==> src/z85enc_pkg.sv <==
// Shared types, constants and the Z85 alphabet lookup for the Z85 stream encoder.
package z85enc_pkg;

    localparam int unsigned RECIP_SHIFT = 38;
    localparam int unsigned PROD_W      = 64;
    localparam int unsigned QUOT_W      = PROD_W - RECIP_SHIFT;

    // ceil(2^38 / 85): exact floor division by 85 for any 32-bit dividend
    localparam logic [31:0] RECIP85 = 32'hC0C0C0C1;
    localparam logic [6:0]  RADIX   = 7'd85;

    localparam logic [6:0] DIGIT_ALPHA_LO = 7'd10;
    localparam logic [6:0] DIGIT_ALPHA_UP = 7'd36;
    localparam logic [6:0] DIGIT_PUNCT    = 7'd62;

    localparam logic [6:0] Z85_PUNCT [23] = '{
        7'd46, 7'd45, 7'd58, 7'd43, 7'd61, 7'd94, 7'd33, 7'd47,
        7'd42, 7'd63, 7'd38, 7'd60, 7'd62, 7'd40, 7'd41, 7'd91,
        7'd93, 7'd123, 7'd125, 7'd64, 7'd37, 7'd36, 7'd35
    };

    typedef logic [6:0] digit_t;

    // one closed group: padded word and the number of characters it yields
    typedef struct packed {
        logic [31:0] word;
        logic [2:0]  nchars;
    } group_t;

    // converted group: digit[0] is the most significant digit
    typedef struct packed {
        digit_t [4:0] digit;
        logic [2:0]   nchars;
    } digits_t;

    function automatic logic [6:0] z85_char(input digit_t d);
        logic [6:0] pidx;
        logic [6:0] ch;
        pidx = d - DIGIT_PUNCT;
        if (d < DIGIT_ALPHA_LO) begin
            ch = d + 7'd48;        // '0'..'9'
        end
        else if (d < DIGIT_ALPHA_UP) begin
            ch = d + 7'd87;        // 'a'..'z'
        end
        else if (d < DIGIT_PUNCT) begin
            ch = d + 7'd29;        // 'A'..'Z'
        end
        else if (d < RADIX) begin
            ch = Z85_PUNCT[pidx[4:0]];
        end
        else begin
            ch = 7'd0;
        end
        return ch;
    endfunction

endpackage

==> src/z85_byte_stream_encoder_top.sv <==
// Top level of the Z85 byte stream encoder: packer, group queue, converter, emitter.
// Throughput: one byte per cycle in while the group queue has room. Each group goes
//   through the converter as 1 load + 5 reciprocal-multiply steps, a short final group
//   as well as a full one; the converter takes no new group until the last is done.
// Once a group reaches the emitter, characters leave at one per cycle while out_ready is high.
// Reset (rst_n, async, active low) empties the queue, drops partial groups and outputs.
module z85_byte_stream_encoder_top
    import z85enc_pkg::*;
(
    input  logic       clk,
    input  logic       rst_n,
    input  logic [7:0] data_byte,
    input  logic       end_of_stream,
    input  logic       in_valid,
    output logic       in_ready,
    output logic [6:0] out_char,
    output logic       group_last,
    output logic       out_valid,
    input  logic       out_ready
);

    // front end -> queue
    group_t  pk_grp;
    logic    pk_valid;
    logic    pk_ready;

    // queue -> converter
    group_t  q_grp;
    logic    q_valid;
    logic    q_ready;

    // converter -> emitter
    digits_t cv_dig;
    logic    cv_valid;
    logic    cv_ready;

    // Packs bytes; a closing byte transfers a padded group into the queue.
    z85enc_pack u_pack (
        .clk           (clk),
        .rst_n         (rst_n),
        .data_byte     (data_byte),
        .end_of_stream (end_of_stream),
        .in_valid      (in_valid),
        .in_ready      (in_ready),
        .grp           (pk_grp),
        .grp_valid     (pk_valid),
        .grp_ready     (pk_ready)
    );

    // Two groups of slack so the front end keeps taking bytes during conversion.
    z85enc_queue u_queue (
        .clk      (clk),
        .rst_n    (rst_n),
        .wr_data  (pk_grp),
        .wr_valid (pk_valid),
        .wr_ready (pk_ready),
        .rd_data  (q_grp),
        .rd_valid (q_valid),
        .rd_ready (q_ready)
    );

    // Splits the 32-bit word into five base-85 digits.
    z85enc_conv u_conv (
        .clk       (clk),
        .rst_n     (rst_n),
        .grp       (q_grp),
        .grp_valid (q_valid),
        .grp_ready (q_ready),
        .dig       (cv_dig),
        .dig_valid (cv_valid),
        .dig_ready (cv_ready)
    );

    // Maps digits through the alphabet; output register parts it from the consumer.
    z85enc_emit u_emit (
        .clk        (clk),
        .rst_n      (rst_n),
        .dig        (cv_dig),
        .dig_valid  (cv_valid),
        .dig_ready  (cv_ready),
        .out_char   (out_char),
        .group_last (group_last),
        .out_valid  (out_valid),
        .out_ready  (out_ready)
    );

    // Every emitted character lies in the Z85 alphabet range.
    assert property (@(posedge clk) disable iff (!rst_n)
        out_valid |-> (out_char >= 7'd33) && (out_char <= 7'd125))
        else $error("character outside Z85 alphabet range");

    // A byte marked end of stream always closes a group in the same transfer.
    assert property (@(posedge clk) disable iff (!rst_n)
        (in_valid && in_ready && end_of_stream) |-> (pk_valid && pk_ready))
        else $error("end-of-stream byte did not close a group");

    // A group handed to the emitter is always followed by output pending on out_valid.
    assert property (@(posedge clk) disable iff (!rst_n)
        (cv_valid && cv_ready) |=> ##1 out_valid)
        else $error("handed-off group produced no output");

endmodule

==> src/z85enc_pack.sv <==
// Front end: packs bytes big-endian into groups and closes them with zero padding.
module z85enc_pack
    import z85enc_pkg::*;
(
    input  logic         clk,
    input  logic         rst_n,
    input  logic [7:0]   data_byte,
    input  logic         end_of_stream,
    input  logic         in_valid,
    output logic         in_ready,
    output group_t       grp,
    output logic         grp_valid,
    input  logic         grp_ready
);

    logic [23:0] word_reg, word_next;
    logic [1:0]  cnt_reg, cnt_next;
    logic        accept;
    logic        close_grp;

    assign in_ready = grp_ready;
    assign accept   = in_valid && in_ready;

    always_comb
    begin
        close_grp  = (cnt_reg == 2'd3) || end_of_stream;
        grp_valid  = accept && close_grp;
        word_next  = word_reg;
        cnt_next   = cnt_reg;
        grp.word   = {word_reg, data_byte};
        grp.nchars = 3'd5;
        case (cnt_reg)
            2'd0:
            begin
                grp.word   = {data_byte, 24'd0};
                grp.nchars = 3'd2;
            end
            2'd1:
            begin
                grp.word   = {word_reg[7:0], data_byte, 16'd0};
                grp.nchars = 3'd3;
            end
            2'd2:
            begin
                grp.word   = {word_reg[15:0], data_byte, 8'd0};
                grp.nchars = 3'd4;
            end
            default:
            begin
                grp.word   = {word_reg, data_byte};
                grp.nchars = 3'd5;
            end
        endcase
        if (accept) begin
            if (close_grp) begin
                word_next = 24'd0;
                cnt_next  = 2'd0;
            end
            else begin
                word_next = {word_reg[15:0], data_byte};
                cnt_next  = cnt_reg + 2'd1;
            end
        end
    end

    always_ff @(posedge clk or negedge rst_n)
    begin
        if (!rst_n) begin
            word_reg <= 24'd0;
            cnt_reg  <= 2'd0;
        end
        else begin
            word_reg <= word_next;
            cnt_reg  <= cnt_next;
        end
    end

endmodule

==> src/z85enc_queue.sv <==
// Two-entry group queue between the front end and the converter.
module z85enc_queue
    import z85enc_pkg::*;
(
    input  logic   clk,
    input  logic   rst_n,
    input  group_t wr_data,
    input  logic   wr_valid,
    output logic   wr_ready,
    output group_t rd_data,
    output logic   rd_valid,
    input  logic   rd_ready
);

    group_t      mem_reg [2];
    logic        wr_ptr_reg, wr_ptr_next;
    logic        rd_ptr_reg, rd_ptr_next;
    logic [1:0]  count_reg, count_next;
    logic        push;
    logic        pop;

    assign wr_ready = (count_reg != 2'd2);
    assign rd_valid = (count_reg != 2'd0);
    assign rd_data  = mem_reg[rd_ptr_reg];
    assign push     = wr_valid && wr_ready;
    assign pop      = rd_valid && rd_ready;

    always_comb
    begin
        wr_ptr_next = push ? !wr_ptr_reg : wr_ptr_reg;
        rd_ptr_next = pop ? !rd_ptr_reg : rd_ptr_reg;
        count_next  = count_reg;
        if (push && !pop) begin
            count_next = count_reg + 2'd1;
        end
        else if (pop && !push) begin
            count_next = count_reg - 2'd1;
        end
    end

    always_ff @(posedge clk)
    begin
        if (push) begin
            mem_reg[wr_ptr_reg] <= wr_data;
        end
    end

    always_ff @(posedge clk or negedge rst_n)
    begin
        if (!rst_n) begin
            wr_ptr_reg <= 1'b0;
            rd_ptr_reg <= 1'b0;
            count_reg  <= 2'd0;
        end
        else begin
            wr_ptr_reg <= wr_ptr_next;
            rd_ptr_reg <= rd_ptr_next;
            count_reg  <= count_next;
        end
    end

endmodule

==> src/z85enc_conv.sv <==
// Base-85 converter: one reciprocal multiply per cycle, digits are produced least significant first.
module z85enc_conv
    import z85enc_pkg::*;
(
    input  logic    clk,
    input  logic    rst_n,
    input  group_t  grp,
    input  logic    grp_valid,
    output logic    grp_ready,
    output digits_t dig,
    output logic    dig_valid,
    input  logic    dig_ready
);

    logic [PROD_W-1:0] prod_reg, prod_next;
    logic [31:0]       n_reg, n_next;
    digit_t [4:0]      digits_reg, digits_next;
    logic [2:0]        nchars_reg, nchars_next;
    logic [2:0]        step_reg, step_next;
    logic              busy_reg, busy_next;
    logic              done_reg, done_next;
    logic              load;
    logic [QUOT_W-1:0] quot;
    logic [6:0]        qmul;
    digit_t            rem;
    logic [31:0]       mul_in;

    assign grp_ready  = !busy_reg && (!done_reg || dig_ready);
    assign load       = grp_valid && grp_ready;
    assign dig_valid  = done_reg;
    assign dig.digit  = digits_reg;
    assign dig.nchars = nchars_reg;

    always_comb
    begin
        quot = prod_reg[PROD_W-1:RECIP_SHIFT];
        // remainder is below 85, so 7-bit wraparound arithmetic is exact
        qmul = 7'(quot[6:0] * RADIX);
        rem  = n_reg[6:0] - qmul;

        mul_in      = load ? grp.word : 32'(quot);
        prod_next   = {32'd0, mul_in} * {32'd0, RECIP85};
        n_next      = mul_in;
        digits_next = digits_reg;
        nchars_next = nchars_reg;
        step_next   = step_reg;
        busy_next   = busy_reg;
        done_next   = done_reg;

        if (load) begin
            nchars_next = grp.nchars;
            step_next   = 3'd0;
            busy_next   = 1'b1;
            done_next   = 1'b0;
        end
        else if (busy_reg) begin
            digits_next = {digits_reg[3:0], rem};
            if (step_reg == 3'd4) begin
                busy_next = 1'b0;
                done_next = 1'b1;
            end
            else begin
                step_next = step_reg + 3'd1;
            end
        end
        else if (done_reg && dig_ready) begin
            done_next = 1'b0;
        end
    end

    always_ff @(posedge clk)
    begin
        prod_reg   <= prod_next;
        n_reg      <= n_next;
        digits_reg <= digits_next;
        nchars_reg <= nchars_next;
    end

    always_ff @(posedge clk or negedge rst_n)
    begin
        if (!rst_n) begin
            step_reg <= 3'd0;
            busy_reg <= 1'b0;
            done_reg <= 1'b0;
        end
        else begin
            step_reg <= step_next;
            busy_reg <= busy_next;
            done_reg <= done_next;
        end
    end

endmodule

==> src/z85enc_emit.sv <==
// Back end: holds a converted group and issues its characters, most significant first.
module z85enc_emit
    import z85enc_pkg::*;
(
    input  logic       clk,
    input  logic       rst_n,
    input  digits_t    dig,
    input  logic       dig_valid,
    output logic       dig_ready,
    output logic [6:0] out_char,
    output logic       group_last,
    output logic       out_valid,
    input  logic       out_ready
);

    digit_t     buf_reg [5];
    logic [2:0] idx_reg, idx_next;
    logic [2:0] nchars_reg, nchars_next;
    logic       active_reg, active_next;
    logic [6:0] char_reg, char_next;
    logic       last_reg, last_next;
    logic       valid_reg, valid_next;
    logic       advance;
    logic       at_last;
    logic       load;

    assign advance    = !valid_reg || out_ready;
    assign at_last    = (idx_reg == (nchars_reg - 3'd1));
    assign dig_ready  = !active_reg || (advance && at_last);
    assign load       = dig_valid && dig_ready;
    assign out_char   = char_reg;
    assign group_last = last_reg;
    assign out_valid  = valid_reg;

    always_comb
    begin
        idx_next    = idx_reg;
        nchars_next = nchars_reg;
        active_next = active_reg;
        char_next   = char_reg;
        last_next   = last_reg;
        valid_next  = valid_reg;
        if (advance) begin
            if (active_reg) begin
                char_next  = z85_char(buf_reg[idx_reg]);
                last_next  = at_last;
                valid_next = 1'b1;
                idx_next   = idx_reg + 3'd1;
                if (at_last) begin
                    active_next = 1'b0;
                end
            end
            else begin
                valid_next = 1'b0;
            end
        end
        if (load) begin
            idx_next    = 3'd0;
            nchars_next = dig.nchars;
            active_next = 1'b1;
        end
    end

    // digit[0] is the most significant digit, so buf_reg[0] goes out first
    always_ff @(posedge clk)
    begin
        if (load) begin
            for (int i = 0; i < 5; i++) begin
                buf_reg[i] <= dig.digit[i];
            end
        end
        char_reg <= char_next;
        last_reg <= last_next;
    end

    always_ff @(posedge clk or negedge rst_n)
    begin
        if (!rst_n) begin
            idx_reg    <= 3'd0;
            nchars_reg <= 3'd0;
            active_reg <= 1'b0;
            valid_reg  <= 1'b0;
        end
        else begin
            idx_reg    <= idx_next;
            nchars_reg <= nchars_next;
            active_reg <= active_next;
            valid_reg  <= valid_next;
        end
    end

endmodule

==> config.mk <==
export PLATFORM = sky130hd
export DESIGN_NAME = z85_byte_stream_encoder_top
export DESIGN_NICKNAME = d
export VERILOG_FILES = /design/src/z85enc_pkg.sv /design/src/z85_byte_stream_encoder_top.sv /design/src/z85enc_pack.sv /design/src/z85enc_queue.sv /design/src/z85enc_conv.sv /design/src/z85enc_emit.sv
export SDC_FILE = /design/constraint.sdc
export NUM_CORES = 1
export LEC_CHECK = 0
export BUFFER_PORTS_ARGS = -buffer_cell sky130_fd_sc_hd__buf_2
export CAP_MARGIN = 20
export CORE_MARGIN = 3
export CORE_UTILIZATION = 45
export DETAILED_ROUTE_END_ITERATION = 8
export PLACE_DENSITY = 0.6
export SYNTH_ARGS = -nofsm -noshare
export SYNTH_HDL_FRONTEND = slang
export SYNTH_SLANG_ARGS = --single-unit
==> constraint.sdc <==
create_clock -name clk -period 17 [get_ports clk]
set_input_delay 3.4 -clock clk [delete_from_list [all_inputs] [get_ports clk]]
set_output_delay 3.4 -clock clk [all_outputs]
set_load 0.005 [all_outputs]
# Word-level counts from Yosys, hierarchy flattened

Memory sizes are Yosys's and may differ from the RTL's.
Cells that the tools add are included.

Add/subtract/negate cells: 11
Multipliers: 2
Reduce and logical (&&, ||, !) cells: 33
Multiplexer cells: 34
Equal/unequal tests: 8
Bitwise logic cells: 2
Order comparisons: 5

Operators by type and width:

| operator                                                                      | count |
|---|---|
| 35-bit one-hot mux with 3 select lines                                        | 1 |
| 32-bit by 32-bit multiplier with 64-bit output (second input constant)        | 1 |
| 7-bit two-way mux                                                             | 6 |
| 32-bit two-way mux                                                            | 1 |
| 24-bit two-way mux                                                            | 1 |
| 3-bit two-way mux                                                             | 6 |
| 1-bit two-way mux                                                             | 16 |
| 7-bit by 6-bit less-than comparator with 1-bit output (second input constant) | 2 |
| 2-bit AND reduction                                                           | 5 |
| 2-bit nonzero test                                                            | 5 |
| 1-bit logical AND                                                             | 9 |
| 1-bit logical NOT                                                             | 8 |
| 7-bit by 5-bit adder with 7-bit output (second input constant)                | 1 |
| 7-bit by 6-bit adder with 7-bit output (second input constant)                | 1 |
| 7-bit adder (second input constant)                                           | 1 |
| 7-bit by 4-bit less-than comparator with 1-bit output (second input constant) | 1 |
| 7-bit less-than comparator (second input constant)                            | 1 |
| 7-bit by 7-bit multiplier with 7-bit output (second input constant)           | 1 |
| 7-bit subtractor                                                              | 1 |
| 3-bit by 1-bit adder with 3-bit output (second input constant)                | 2 |
| 6-bit >= comparator (second input constant)                                   | 1 |
| 2-bit two-way mux                                                             | 3 |
| 5-bit inverter with 6-bit output                                              | 1 |
| 5-bit subtractor (second input constant)                                      | 1 |
| 14 further kinds                                                              | 19 |

Bits of input ports: 13
Memory bits (writable): 105
Memories kept: 3
Bits in read-only memories: 224
Register bits after elaboration: 160
Output and inout port bits: 10
Word-level logic and storage cells: 120

Memory list:

| name            | words | width | read ports | clocked after memory_dff | wr ports | line               | source |
|---|---|---|---|---|---|---|---|
| (no name shown) | 32    | 7     | 1          | 0                        | 0        | z85enc_pkg.sv:50   | `ch = Z85_PUNCT[pidx[4:0]];` |
| u_queue.mem_reg | 2     | 35    | 1          | 0                        | 1        | z85enc_queue.sv:15 | `group_t mem_reg [2];` |
| u_emit.buf_reg  | 5     | 7     | 1          | 0                        | 5        | z85enc_emit.sv:16  | `digit_t buf_reg [5];` |

# Logic depth before layout (Yosys ltp)

Gate-level depths: netlist of the first run.

Depth after elaboration: 10
Depth in mapped cells: 34
Mapped depth without buffers: 31

# Cells and area by module

A second synthesis of the first run with hierarchy kept.

Cells, all modules: 1857
Area total of the unflattened synthesis: 20659.8 µm²

By module, submodules not included:

| module       | area each (µm²) | cells an instance | instances | seq. area each (µm²) |
|---|---|---|---|---|
| z85enc_conv  | 13395.3         | 1361              | 1         | 1926.8 |
| z85enc_queue | 2870.3          | 127               | 1         | 2202.1 |
| z85enc_emit  | 2856.5          | 216               | 1         | 1491.4 |
| z85enc_pack  | 1537.7          | 153               | 1         | 650.6 |

# Worst setup path after synthesis of the first run

Ideal clock, no wire load.

Kind: input to register
Start point: input out_ready
End point: register u_conv.prod_reg[58]
Setup time: 103 ps
Path slack: 5895 ps
Cell stages on the path: 30
Arrival: 11001 ps
Path through: nor2b_1 or3_1 o32ai_4 clkinv_1 clkbuf_1 clkbuf_1 a21oi_1 inv_1 ha_1 ha_1 ha_1 inv_1 fa_1 inv_1 fa_1 inv_1 fa_1 inv_1 fa_1 ha_1 ha_1 a21o_1 a21o_1 a21oi_1 o211ai_1 a221o_1 a22o_2 or2_4 o2111a_1 a2111oi_2

Word-level cells in the longest chain between the ends: 8

Ends and longest elaborated chain:

| item                                           | line                              | source |
|---|---|---|
| start, declared                                | z85_byte_stream_encoder_top.sv:19 | `input logic out_ready` |
| 1-bit logical OR                               | z85enc_emit.sv:27                 | `assign advance = !valid_reg \|\| out_ready;` |
| 1-bit logical AND                              | z85enc_emit.sv:29                 | `assign dig_ready = !active_reg \|\| (advance && at_last);` |
| 1-bit logical OR                               | z85enc_emit.sv:29                 |  |
| 1-bit logical OR                               | z85enc_conv.sv:28                 | `assign grp_ready = !busy_reg && (!done_reg \|\| dig_ready);` |
| 1-bit logical AND                              | z85enc_conv.sv:28                 |  |
| 1-bit logical AND                              | z85enc_conv.sv:29                 | `assign load = grp_valid && grp_ready;` |
| 32-bit two-way mux                             | z85enc_conv.sv:41                 | `mul_in = load ? grp.word : 32'(quot);` |
| 32-bit by 32-bit multiplier with 64-bit output | z85enc_conv.sv:42                 | `prod_next = {32'd0, mul_in} * {32'd0, RECIP85};` |
| net u_conv.prod_next[58]                       | z85enc_conv.sv:15                 | `logic [PROD_W-1:0] prod_reg, prod_next;` |
| end signal, assigned                           | z85enc_conv.sv:73                 | `prod_reg <= prod_next;` |
| end, declared                                  | z85enc_conv.sv:15                 |  |

The timed path passes the listed nets, and every way through them passes these cells.
A chain may end at the register's enable or synchronous reset.

# Worst setup path after layout of the first run

Same ends and word-level chain as after synthesis.

==> flow_summary_export.csv, run 1 <==
group,metric,value,unit
global_routing,grt_pass1_wl,80570,um
global_routing,grt_overflow_total,0,
floorplanning,pin_count,23,
clock_tree,cts_buffers,23,
timing,max_freq,81.70,MHz
worst_setup_path,critical_path_class,"input port to flip-flop",
global_routing,grt_pass1_vias,14040,
worst_hold_path,hp-start,"u_conv.dig[31]",
layout,largest_reg_flops,70,
logic_synthesis,ys_types,87,
route,via_count,13600,
worst_setup_path,cpMostUsedCell,"fa_1",
logic_synthesis,synthArstFlopShare,18.94,%
logic_synthesis,synth_nets,2430,
timing,slew_violations,0,
worst_hold_path,hold_path_depth,0,
clock_tree,cts-resized-gates,0,
clock_tree,clockRootBuffer,"clkbuf_16",
global_routing,grt_usage,21.71,%
logic_synthesis,yosys_register_bits,227,
logic_synthesis,synth_flop_cell,"edfxtp_1",
clock_tree,cts_sinks,227,
worst_hold_path,min_path_type,"flip-flop to flip-flop",
global_routing,met3_usage,2.772,%
layout,final_layout_size_suffix_gt1_share,6.385,%
timing,max_slew_margin,17.88,%
logic_synthesis,synth_area_leaders,"edfxtp_1, ha_1, fa_1, inv_1, dfrtp_1",
route,routed_wl,51150,um
run,cap_violations,0,
logic_synthesis,yosysSeqAreaShare,30.50,%
route,drtPass1Iterations,6,
status,status,"completed",
timing,tightestPinTransition,1.219,ns
worst_setup_path,r2r_setup_slack,7.04,ns
worst_setup_path,rr_endpoint,"u_conv.prod_reg[58]",
logic_synthesis,synth_cells,1899,
timing,hold_viol_final,0,
timing,min_period,12.24,ns
logic_synthesis,synthesis.area,20560,um2
logic_synthesis,synth.avg_cell_area,10.83,um2
worst_setup_path,crit_family,"adder cells",
global_routing,grt_antenna_before_repair,0,
clock_tree,cts_buffer_depth,3,
timing,period_share,72.00,%
floorplanning,rows,77,
route,vias_per_cell,5.366,
placement,port_buffers,22,
floorplanning,initial_core_util,45.99,%
clock_tree,postCtsHoldBufs,0,
timing,setup_tns,0,ns
global_routing,top_usage_layer,"met2",
timing,skew,0.02679,ns
worst_setup_path,crit_slowest_cell,"o21ai_0",
layout,fin_nets,2456,
floorplanning,coreArea,44700,um2
clock_tree,cts_setup_buffers,0,
route,drt_first_iter_violations,932,
floorplanning,dieArea,48290,um2
worst_setup_path,r2r_start,"u_emit.nchars_reg[0]",
timing,rsz0062_at_grt,"no",
placement,gp_congestion,0.9962,
global_routing,grt_max_degree,48,
worst_setup_path,arrival,12.66,ns
worst_setup_path,crit_required,17.42,ns
logic_synthesis,synth-edff-count,151,
floorplanning,die_x,219.8,um
worst_setup_path,endpoint_kind,"flip-flop",
logic_synthesis,post-synth-top-area-fraction,22.05,%
worst_setup_path,cpPeakStageDelay,1.00,ns
worst_setup_path,crit_path_start_kind,"input port",
clock_tree,clk_pin_slew,0.07,ns
layout,areaGrowthSynthToFinish,7.571,%
clock_tree,cts_tree,"done",
worst_hold_path,min_to,"u_emit.buf_reg[4][0]",
global_routing,gr-usage-met1,30.89,%
worst_setup_path,path_buf_inv,7,
logic_synthesis,yosysTopAreaCell,"edfxtp_1",
worst_setup_path,ff2ff_path_depth,28,
route,ant_nets,0,
route,post-route-drc-count,0,
clock_tree,clk_latency,0.52,ns
route,wl_per_cell,20.18,um
timing,setup_violations,0,
worst_setup_path,cp_max_fo,45,
placement,hpwl,42650,um
clock_tree,htreeDepth,1,
global_routing,use_met2,35.69,%
floorplanning,die_h,219.8,um
logic_synthesis,ys_warn_count,0,
[cells by family (layout without fill, tap and decap cells)]
family / Yosys count / count (layout) / share of synthesized area [%]
and+or+nand+nor: 303 / 303 / 7.078
xor gates and xnor gates: 56 / 56 / 2.453
buffers and inverters: 420 / 463 / 8.033
AOI/OAI and AO/OA: 309 / 309 / 10.27
adders and majority gates: 518 / 518 / 37.77
DFF: 227 / 227 / 30.50
muxes: 66 / 66 / 3.895
other: 0 / 1 / 0
[cells in the final DEF, fill, tap and decap left out, drive strengths merged, types with 8 or more instances in the layout]
cell	count
a22oi	11
a21o	26
inv	380
a222oi	8
o21bai	10
xnor2	35
mux2	9
a21oi	80
xor2	20
clkbuf	32
ha	347
a31oi	10
mux2i	48
nor3	23
dfxtp	33
o21ai	66
nand2b	8
dfrtp	43
and2	16
buf	43
and3	8
fa	171
nand4	17
nand2	102
o211ai	14
mux4	9
edfxtp	151
nand3	17
nor2	74
or2	10
a22o	35
[through the flow]
step / hold slack [ns] / util (%) / setup slack [ns] / cells / cell area [um2]
final: 0.4153 / 49.47 / 4.760 / 2535 / 22120
after detailed placement: 0.4065 / 47.71 / 4.325 / 2490 / 21330
after global routing: 0.4235 / 49.47 / 4.474 / 2534 / 22110
after CTS: 0.4156 / 49.39 / 4.819 / 2532 / 22080
after floorplan: 0.4003 / - / 5.895 / 1899 / 20560
after global placement: 0.4014 / 47.69 / 4.303 / 2488 / 21320
[routing by layer]
metal / vias up / wire (um)
met2: 301 / 23980
met1: 6686 / 23730
li1: 6558 / -
met3: 57 / 2258
met4: 0 / 1190
met5: - / 0
[synthesized netlist by cell type (all sizes together) (11+ instances only)]
| cell | n |
|---|---|
| nor3 | 23 |
| ha | 347 |
| a21o | 26 |
| a22oi | 11 |
| xor2 | 20 |
| o211ai | 14 |
| xnor2 | 35 |
| inv | 377 |
| nand2 | 102 |
| dfrtp | 43 |
| buf | 11 |
| a22o | 35 |
| o21ai | 66 |
| clkbuf | 29 |
| mux2i | 48 |
| nor2 | 74 |
| nand4 | 17 |
| and2 | 16 |
| edfxtp | 151 |
| a21oi | 80 |
| fa | 171 |
| nand3 | 17 |
| dfxtp | 33 |
[worst max path at each step]
| stage | endpoint | startpoint | depth (start not counted) |
|---|---|---|---|
| floorplan | u_conv.prod_reg[58] | out_ready | 30 |
| global placement | u_conv.prod_reg[58] | out_ready | 27 |
| detailed placement | u_conv.prod_reg[58] | out_ready | 27 |
| CTS | u_conv.prod_reg[58] | out_ready | 27 |
| global route | u_conv.prod_reg[58] | out_ready | 27 |
| finish | u_conv.prod_reg[58] | out_ready | 27 |
[area by class of cell]
class | instances | area [um2]
antenna | 1 | 2.502
clock buffer | 32 | 629.4
clock inverter | 10 | 120.1
fill | 4115 | 22590
inverter | 378 | 1419
multi-input combinational | 1252 | 12650
sequential | 227 | 6272
tap | 592 | 740.7
timing repair buffer | 43 | 285.3
Power of run 1 is not shown: default switching activity piles up to over one toggle a cycle in this logic, so the estimate is an artifact.
==> run 2: changes to the inputs <==
==> constraint.sdc (replaced) <==
create_clock -name clk -period 12.75 [get_ports clk]
set_input_delay 2.55 -clock clk [delete_from_list [all_inputs] [get_ports clk]]
set_output_delay 2.55 -clock clk [all_outputs]
set_load 0.005 [all_outputs]
==> flow_summary_export.csv, run 2 (synthesis results as in run 1) <==
group,metric,value,unit
floorplanning,die_h,219.8,um
worst_hold_path,min_path_type,"flip-flop to flip-flop",
floorplanning,die_x,219.8,um
clock_tree,cts_buffer_depth,3,
worst_setup_path,ff2ff_path_depth,29,
worst_setup_path,crit_path_end,"u_conv.prod_reg[61]",
global_routing,grt_usage,21.05,%
worst_setup_path,critPathLaunch,"out_ready",
route,vias_per_cell,5.422,
worst_setup_path,crit_family,"adder cells",
timing,setup_tns,0,ns
global_routing,grt_pass1_vias,14170,
route,drtPass1Iterations,7,
run,cap_violations,0,
timing,max_freq,92.67,MHz
placement,postPlaceCellArea,21330,um2
worst_setup_path,crit_required,13.18,ns
timing,hold_viol_final,0,
route,post-route-drc-count,0,
route,wl_per_cell,19.68,um
timing,period_share,84.64,%
clock_tree,clk_latency,0.53,ns
floorplanning,rows,77,
layout,largest_reg_flops,70,
timing,rsz0062_at_grt,"no",
clock_tree,cts_buffers,23,
clock_tree,clk_pin_slew,0.06,ns
timing,slew_violations,0,
clock_tree,cts_tree,"done",
route,ant_nets,0,
floorplanning,coreArea,44700,um2
worst_setup_path,r2r_setup_slack,3.27,ns
global_routing,grt_overflow_total,0,
timing,min_period,10.79,ns
floorplanning,initial_core_util,45.99,%
worst_setup_path,rr_endpoint,"u_conv.prod_reg[61]",
clock_tree,htreeDepth,1,
layout,fin_area,22110,um2
clock_tree,cts-resized-gates,0,
worst_setup_path,critical_path_class,"input port to flip-flop",
clock_tree,postCtsHoldBufs,0,
worst_setup_path,crit_slowest_cell,"fa_1",
layout,post-route-util,49.46,%
worst_setup_path,path_buf_inv,8,
timing,setup_violations,0,
global_routing,grt_antenna_before_repair,0,
floorplanning,pin_count,23,
placement,port_buffers,22,
worst_setup_path,cpPeakStageDelay,0.56,ns
route,routed_wl,49870,um
floorplanning,dieArea,48290,um2
worst_setup_path,arrival,11.22,ns
global_routing,grt_max_degree,48,
worst_setup_path,endpoint_kind,"flip-flop",
route,drt_first_iter_violations,790,
clock_tree,cts_sinks,227,
clock_tree,clockRootBuffer,"clkbuf_16",
timing,max_slew_margin,31.61,%
layout,finalNonFillerCells,2534,
worst_setup_path,crit_path_start_kind,"input port",
status,status,"completed",
route,via_count,13740,
placement,gp_congestion,0.9947,
layout,final_common_cell,"inv_1",
worst_setup_path,r2r_start,"u_emit.idx_reg[2]",
layout,areaGrowthSynthToFinish,7.546,%
timing,tightestPinTransition,0.9973,ns
placement,dp.cells,2490,
placement,hpwl,41520,um
layout,antennaDiodeCount,0,
layout,final_layout_size_suffix_gt1_share,6.746,%
global_routing,grt_pass1_wl,78760,um
worst_setup_path,cp.depth,30,
worst_setup_path,cp_max_fo,26,
worst_hold_path,hold_path_depth,0,
layout,fin_nets,2456,
layout,layout_common_cells,"inv_1, ha_1, fa_1, edfxtp_1, nand2_1",
clock_tree,cts_setup_buffers,0,
timing,skew,0.02319,ns
[run 2: layout make-up]
type / instances / area [um2]
fillers: 4074 / 22590
multi-input cells: 1252 / 12650
flip-flops and latches: 227 / 6272
inverters: 378 / 1419
well taps: 592 / 740.7
clock buffers: 25 / 593.1
repair buffers: 43 / 300.3
clock inverters: 17 / 138.9
[run 2: through the flow]
stage          setup WS (ns)  hold slack, ns
2_1_floorplan          2.495          0.4003
3_3_place_gp           1.516          0.4014
3_5_place_dp           1.415          0.4045
4_1_cts                1.944          0.4158
5_1_grt                1.502          0.4195
6_report               1.959          0.4126
[run 2: how the worst min path moves through the flow]
stage / startpoint / slack [ns] / end
global route: u_conv.dig[37] / 0.42 / u_emit.buf_reg[4][6]
global placement: u_conv.dig[37] / 0.40 / u_emit.buf_reg[4][6]
detailed placement: u_conv.dig[34] / 0.40 / u_emit.buf_reg[4][3]
floorplan: u_conv.dig[31] / 0.40 / u_emit.buf_reg[4][0]
CTS: u_conv.dig[37] / 0.42 / u_emit.buf_reg[4][6]
finish: u_conv.dig[37] / 0.41 / u_emit.buf_reg[4][6]
[run 2: per-layer routing]
layer	share of wire [%]	routed length, um	GRT usage [%]	up-vias
li1	-	-	-	6559
met1	46	22950	29.27	6763
met2	46	22910	33.93	338
met3	4.5	2244	3.254	79
met4	3.5	1770	6.804	0
met5	0	0	0	-
Power of run 2 is left out for the same reason.
